$ cat config.mk
export PLATFORM = sky130hd
export DESIGN_NAME = ffba_div
export DESIGN_NICKNAME = d
export VERILOG_FILES = /design/src/sv/ffba_pkg.sv /design/src/sv/ffba_div.sv
export SDC_FILE = /design/constraint.sdc
export NUM_CORES = 1
export LEC_CHECK = 0
export BUFFER_PORTS_ARGS = -buffer_cell sky130_fd_sc_hd__buf_4
export CAP_MARGIN = 20
export CORE_MARGIN = 2
export CORE_UTILIZATION = 32
export DETAILED_ROUTE_END_ITERATION = 8
export GPL_ROUTABILITY_DRIVEN = 0
export PLACE_DENSITY = 0.7
export SYNTH_ARGS = -nofsm -noshare
export SYNTH_HDL_FRONTEND = slang
export SYNTH_SLANG_ARGS = --single-unit
$ cat constraint.sdc
create_clock -name clk -period 0.8 [get_ports clk]
set_clock_uncertainty 0.1 [all_clocks]
set_input_delay 0.08 -clock clk [delete_from_list [all_inputs] [get_ports clk]]
set_output_delay 0.08 -clock clk [all_outputs]
set_load 0.005 [all_outputs]
$ cat src/sv/ffba_pkg.sv
// shared types and fixed constants of the first-fit block allocator
package ffba_pkg;

	// status codes of a result beat
	typedef enum logic [1:0] {
		ST_DONE    = 2'd0,
		ST_NOFIT   = 2'd1,
		ST_IGNORED = 2'd2
	} status_t;

	// operation codes of an input beat
	typedef enum logic {
		OP_ALLOC   = 1'b0,
		OP_RELEASE = 1'b1
	} op_t;

	// width of the rounded request and of the unit demand
	localparam int NW = 17;
	// width of a byte total before saturation
	localparam int PW = 32;
	// width of the address fields on the ports
	localparam int ADDR_W = 12;

endpackage

$ cat src/sv/ffba_div.sv
// reciprocal-multiply divider by a fixed unit size
module ffba_div #(
	parameter int DIVISOR = 16
) (
	input  logic                  clk,
	input  logic                  arst_n,
	input  logic                  start,
	input  logic [ffba_pkg::NW-1:0] dividend,
	output logic                  done,
	output logic [ffba_pkg::NW-1:0] quotient
);

	localparam int SH = ffba_pkg::NW + $clog2(DIVISOR);
	localparam int MW = ffba_pkg::NW + 1;
	localparam logic [MW-1:0] RECIP =
		MW'(((longint'(1) << SH) + longint'(DIVISOR) - 1) / longint'(DIVISOR));

	logic [ffba_pkg::NW+MW-1:0] prod;
	logic [ffba_pkg::NW-1:0]    quo_q;
	logic                       done_q;

	// exact floor quotient from the scaled reciprocal
	assign prod = {{MW{1'b0}}, dividend} * {{ffba_pkg::NW{1'b0}}, RECIP};

	// quotient is valid from the cycle after start
	always_ff @(posedge clk or negedge arst_n) begin
		if (!arst_n) begin
			done_q <= 1'b0;
		end else if (start) begin
			done_q <= 1'b1;
		end
	end

	// quotient register
	always_ff @(posedge clk) begin
		if (start) begin
			quo_q <= ffba_pkg::NW'(prod >> SH);
		end
	end

	assign done     = done_q;
	assign quotient = quo_q;

endmodule

==> impl_metrics.json, run 1 <==
{
  "p_leak_nw": 0.405,
  "cp_max_fo": 1,
  "cpPeakStageDelay_ns": 0.39,
  "synth.avg_cell_area_um2": 22.8,
  "yosysWarnings": 0,
  "antenna_cells": 0,
  "power_density_nw_per_um2": 1740,
  "synth_xor_area_share_pct": 0,
  "utilization_pct": 64.5,
  "drt_iter0_markers": 1,
  "vias_per_cell": 3.98,
  "power_mw": 1.48,
  "end_kind": "primary output",
  "arrival_ns": 0.81,
  "rows": 13,
  "grt_pass1_wl_um": 1440,
  "port_buffers": 29,
  "cap_viol_max_count": 0,
  "cts-htree-levels": 1,
  "layout_common_cells": "buf_4, edfxtp_1, dlygate4sd3_1, dlymetal6s4s_1, conb_1",
  "setup_violations": 17,
  "cts_made_buffers": 3,
  "die_w_um": 41.7,
  "finalCriticalPeriod_ns": 0.987,
  "clk_pin_slew_ns": 0.08,
  "start_util_pct": 34.6,
  "final_hold_viol_count": 1,
  "power_switching_mw": 0.287,
  "crit_path_top_delay_cell": "edfxtp_1",
  "whs_ns": -0.115,
  "syn_inst": 20,
  "dieHeight_um": 41.7,
  "cp_num_buf_inv": 1,
  "muxShareOfSynthArea_pct": 0,
  "ys_seq_area_share_pct": 91.2,
  "cp.required_ns": 0.62,
  "clockBufferDepth": 2,
  "synth_compound_area_share_pct": 0,
  "wl_per_cell_um": 10.5,
  "pwr-share-seq_pct": 59.0,
  "synth_top_family_by_area": "buffers and inverters",
  "drc": 0,
  "core_area_um2": 1320,
  "final_common_cell": "buf_4",
  "overflow": 0,
  "ys_ff_latch": 14,
  "crit_type": "reg2out",
  "hold_path.class": "in2reg",
  "critPathTopFamily": "flip-flops",
  "final_antenna_net_count": 0,
  "clk-insertion-delay-late_ns": 0.27,
  "p_comb_share_pct": 14.3,
  "cp_cell_sequence": "buf_4",
  "drive_gt1_share_pct": 49.2,
  "status": "finished with violations",
  "fp.dieArea_um2": 1740,
  "area_growth_pct": 86.5,
  "first_pass_iters": 2,
  "r2r_slack_ns": 0,
  "grt_pass1_vias": 355,
  "vias": 318,
  "root_buffer": "clkbuf_4",
  "cts_sinks": 14,
  "max_freq_mhz": 1010,
  "groute.usage.overall_pct": 11.5,
  "worst_slack_ns": -0.187,
  "antenna_found_initial": 0,
  "fin_cells": 80,
  "synthSimpleGateAreaFrac_pct": 1.37,
  "nets": 86,
  "syn_area_um2": 455,
  "totalWireLength_um": 843,
  "violations": "negative hold slack, negative setup slack",
  "tritoncts": "done",
  "period_share_pct": 123,
  "synth_cell_types": 5,
  "finalMaxSlewViolations": 0,
  "pin_count": 38,
  "power_frac_clock_pct": 26.6,
  "cp-start-kind": "register",
  "swShare_pct": 19.4,
  "synth_fa_ha_area_share_pct": 0,
  "rsz0062_at_grt": "true",
  "ir_drop_v": 0.00105,
  "grt_max_degree": 15,
  "dp_cells": 63,
  "internal-power_mw": 1.19
}
-- power by group through the flow --
stage | Combinational [mW] | Clock [mW] | Sequential (mW)
after floorplan | 0.0183 | 0 | 0.897
after global placement | 0.153 | 0 | 0.888
after detailed placement | 0.157 | 0 | 0.890
after CTS | 0.210 | 0.414 | 0.873
after global routing | 0.229 | 0.436 | 0.880
final | 0.211 | 0.394 | 0.873
-- state kept, by name (all words and copies together) (netlist names) --
signal / cells
quotient: 13
done: 1
-- metrics by stage --
step / TNS (ns) / instance area (µm²) / hold slack (ns) / setup WS, ns
finish: -2.27 / 850 / -0.115 / -0.187
floorplan: 0 / 467 / -0.316 / 0.00129
global route: -2.87 / 850 / -0.116 / -0.222
CTS: -2.48 / 843 / 0.0155 / -0.211
detailed placement: 0 / 673 / -0.241 / 0.00481
global placement: 0 / 673 / -0.245 / 0.00780
-- repair_timing --
| item | 4_1_cts | 5_1_grt |
|---|---|---|
| resized for setup | 1 | 6 |
| setup endpoints to repair | 15 | 23 |
| hold buffers | 14 | 2 |
| setup buffers | 0 | 0 |
| endpoints found under the hold margin | 14 | 3 |
| pin swaps | 1 | 0 |
-- Yosys cell counts --
cell	n	area, µm²
dfrtp_1	1	25.0
buf_4	4	30.0
or2_1	1	6.26
conb_1	1	3.75
edfxtp_1	13	390
-- final timing paths --
path	endpoint	cells past startpoint	startpoint
worst min register to register	done$_DFFE_PN0P_	1	done$_DFFE_PN0P_
worst max register to register	done$_DFFE_PN0P_	1	done$_DFFE_PN0P_
min in group asynchronous	done$_DFFE_PN0P_	2	arst_n
worst max-delay path	quotient[2]	1	quotient[2]$_DFFE_PP_
max in group asynchronous	done$_DFFE_PN0P_	2	arst_n
worst min-delay path	quotient[10]$_DFFE_PP_	1	dividend[14]
-- cell type report --
type | count | area [µm²]
tap | 15 | 18.8
timing repair buffer | 42 | 368
fill | 104 | 468
clock buffer | 3 | 22.5
sequential | 14 | 415
multi-input combinational | 5 | 21.3
clock inverter | 1 | 3.75
-- cell families after synthesis --
kind of cell	after synthesis
buf+inv	4
flops	14
other cells	1
simple gates	1
-- routing by layer --
layer / routed length [µm] / up-vias / track usage [%] / part of all wire, %
li1: - / 154 / - / -
met1: 301 / 141 / 11.3 / 36
met2: 449 / 23 / 20.3 / 53
met3: 92 / 0 / 4.78 / 11
met4: 0 / 0 / 5.81 / 0
met5: 0 / - / 0 / 0
Note: power is estimated with default switching activity, not from simulation.
==> run 2, diff against run 1 <==
--- a/config.mk
+++ b/config.mk
@@ -5,6 +5,7 @@
 export SDC_FILE = /design/constraint.sdc
 export NUM_CORES = 1
 export LEC_CHECK = 0
+export ABC_AREA = 1
 export BUFFER_PORTS_ARGS = -buffer_cell sky130_fd_sc_hd__buf_4
 export CAP_MARGIN = 20
 export CORE_MARGIN = 2
==> impl_metrics.json, run 2 <==
{
  "status": "finished with violations",
  "violations": "negative hold slack, negative setup slack",
  "finalMaxSlewViolations": 0,
  "async_flop_share_pct": 7.14,
  "ys_ff_latch": 14,
  "area_growth_pct": 85.1,
  "crit_path_top_delay_cell": "edfxtp_1",
  "cp_max_fo": 1,
  "drive_gt1_share_pct": 50.0,
  "cp-start-kind": "register",
  "layout_common_cells": "buf_4, edfxtp_1, dlymetal6s4s_1, conb_1, dlygate4sd3_1",
  "clockBufferDepth": 2,
  "cap_viol_max_count": 0,
  "crit_type": "reg2out",
  "vias": 314,
  "multi_input_area_um2": 18.8,
  "synth_most_common_cell": "edfxtp_1",
  "reg2reg_from": "done$_DFFE_PN0P_",
  "dieHeight_um": 41.9,
  "power_frac_clock_pct": 26.2,
  "yosysWarnings": 0,
  "wl_per_cell_um": 12.5,
  "syn_inst": 22,
  "port_buffers": 29,
  "drc": 0,
  "synth_compound_area_share_pct": 0,
  "grt_pass1_vias": 370,
  "synthTopCellsByCount": "edfxtp_1, buf_4, inv_1",
  "totalWireLength_um": 1020,
  "start_util_pct": 34.9,
  "fp.dieArea_um2": 1760,
  "hp-start": "dividend[10]",
  "largest_reg_flops": 13,
  "whs_ns": -0.108,
  "antenna_cells": 0,
  "cts_sinks": 14,
  "antenna_found_initial": 0,
  "root_buffer": "clkbuf_4",
  "vias_per_cell": 3.88,
  "synthSimpleGateAreaFrac_pct": 0.815,
  "synth_ff_type": "edfxtp_1",
  "yosys-top-cells-area": "edfxtp_1, buf_4, dfrtp_1",
  "grt_max_degree": 15,
  "synth_top_family_by_area": "buffers and inverters",
  "pin_count": 38,
  "ir_drop_v": 0.00112,
  "max_freq_mhz": 1020,
  "regArea_um2": 415,
  "drt_iter0_markers": 0,
  "synth.avg_cell_area_um2": 20.9,
  "synth_cell_types": 6,
  "cpPeakStageDelay_ns": 0.39,
  "nets": 87,
  "finalCriticalPeriod_ns": 0.984,
  "tritoncts": "done",
  "muxShareOfSynthArea_pct": 0,
  "rows": 13,
  "die_w_um": 41.9,
  "ctsHoldBuffers": 14,
  "r2r-end": "done$_DFFE_PN0P_",
  "cts-htree-levels": 1,
  "hold_path.class": "in2reg",
  "clk-insertion-delay-late_ns": 0.26,
  "setup_violations": 17,
  "whs_path_depth": 1,
  "nFillCells": 89,
  "end_kind": "primary output",
  "swShare_pct": 19.2,
  "cp_cell_sequence": "buf_4",
  "critPathTopFamily": "flip-flops",
  "groute.usage.overall_pct": 13.1,
  "cp_num_buf_inv": 1,
  "arrival_ns": 0.80,
  "internal-power_mw": 1.19,
  "clk_pin_slew_ns": 0.08,
  "power_switching_mw": 0.283,
  "pwr-share-seq_pct": 59.4,
  "rr_worst_depth": 3,
  "synth_fa_ha_area_share_pct": 0,
  "rsz0062_at_grt": "true",
  "worst_slack_ns": -0.184,
  "final_hold_viol_count": 2,
  "ys_seq_area_share_pct": 90.2,
  "period_share_pct": 123,
  "synth_xor_area_share_pct": 0,
  "grt_pass1_wl_um": 1690,
  "final_common_cell": "buf_4",
  "hold_path_end": "quotient[6]$_DFFE_PP_",
  "overflow": 0,
  "p_leak_nw": 0.440,
  "synth-edff-count": 13,
  "syn_area_um2": 460,
  "dp_cells": 65,
  "fin_cells": 81,
  "cts_made_buffers": 3,
  "synth_top_cell_area_share_pct": 84.8,
  "cp.required_ns": 0.62,
  "p_comb_share_pct": 14.4,
  "yosysTopAreaCell": "edfxtp_1",
  "final_antenna_net_count": 0,
  "core_area_um2": 1320,
  "first_pass_iters": 1,
  "power_density_nw_per_um2": 1730,
  "r2r_slack_ns": -0.04
}
[run 2: how the worst max path moves through the flow]
stage | end | startpoint | cells after the start
floorplan | done$_DFFE_PN0P_ | done$_DFFE_PN0P_ | 2
global placement | quotient[3]$_DFFE_PP_ | start | 1
detailed placement | quotient[2]$_DFFE_PP_ | start | 1
CTS | quotient[7] | quotient[7]$_DFFE_PP_ | 1
global route | quotient[0] | quotient[0]$_DFFE_PP_ | 1
finish | quotient[0] | quotient[0]$_DFFE_PP_ | 1
[run 2: final cells by class]
class	count	area share [%]
inverter	2	0.881
multi-input combinational	5	2.20
sequential	14	48.8
clock inverter	1	0.441
tap	15	2.20
clock buffer	3	2.64
timing repair buffer	41	42.9
[run 2: per-layer routing]
metal / part of all wire, % / global-route usage, % / vias to the layer above / routed length, µm
met5: 0 / 0 / - / 0
met4: 0 / 5.81 / 0 / 0
met3: 4.7 / 1.30 / 0 / 48
met2: 61 / 25.6 / 13 / 618
met1: 34 / 13.9 / 145 / 348
li1: - / - / 156 / -
[run 2: power groups by stage]
stage	Combinational (mW)	Clock [mW]	Sequential [mW]
CTS	0.212	0.416	0.873
global route	0.227	0.425	0.880
global placement	0.156	0	0.887
detailed placement	0.158	0	0.889
floorplan	0.0191	0	0.897
finish	0.212	0.385	0.874
[run 2: cell families after synthesis]
| family | Yosys count |
|---|---|
| buffers and inverters | 6 |
| and+or+nand+nor | 1 |
| DFF | 14 |
| other | 1 |
[run 2: metrics by stage]
| stage | instance area [µm²] | total power, mW | utilization, % | worst slack [ns] | setup TNS (ns) |
|---|---|---|---|---|---|
| after global routing | 852 | 1.53 | 64.7 | -0.215 | -2.76 |
| final | 852 | 1.47 | 64.7 | -0.184 | -2.26 |
| after detailed placement | 678 | 1.05 | 51.5 | 0.114 | 0 |
| after floorplan | 472 | 0.916 | - | 0.135 | 0 |
| after global placement | 678 | 1.04 | 51.5 | 0.115 | 0 |
| after CTS | 848 | 1.50 | 64.4 | -0.189 | -2.49 |
[run 2: timing repair]
action                     4_1_cts  5_1_grt
setup endpoints to repair       14       25
hold endpoints to repair        14        2
pin swaps                        0        0
setup buffers                    0        1
resized for setup                1       10
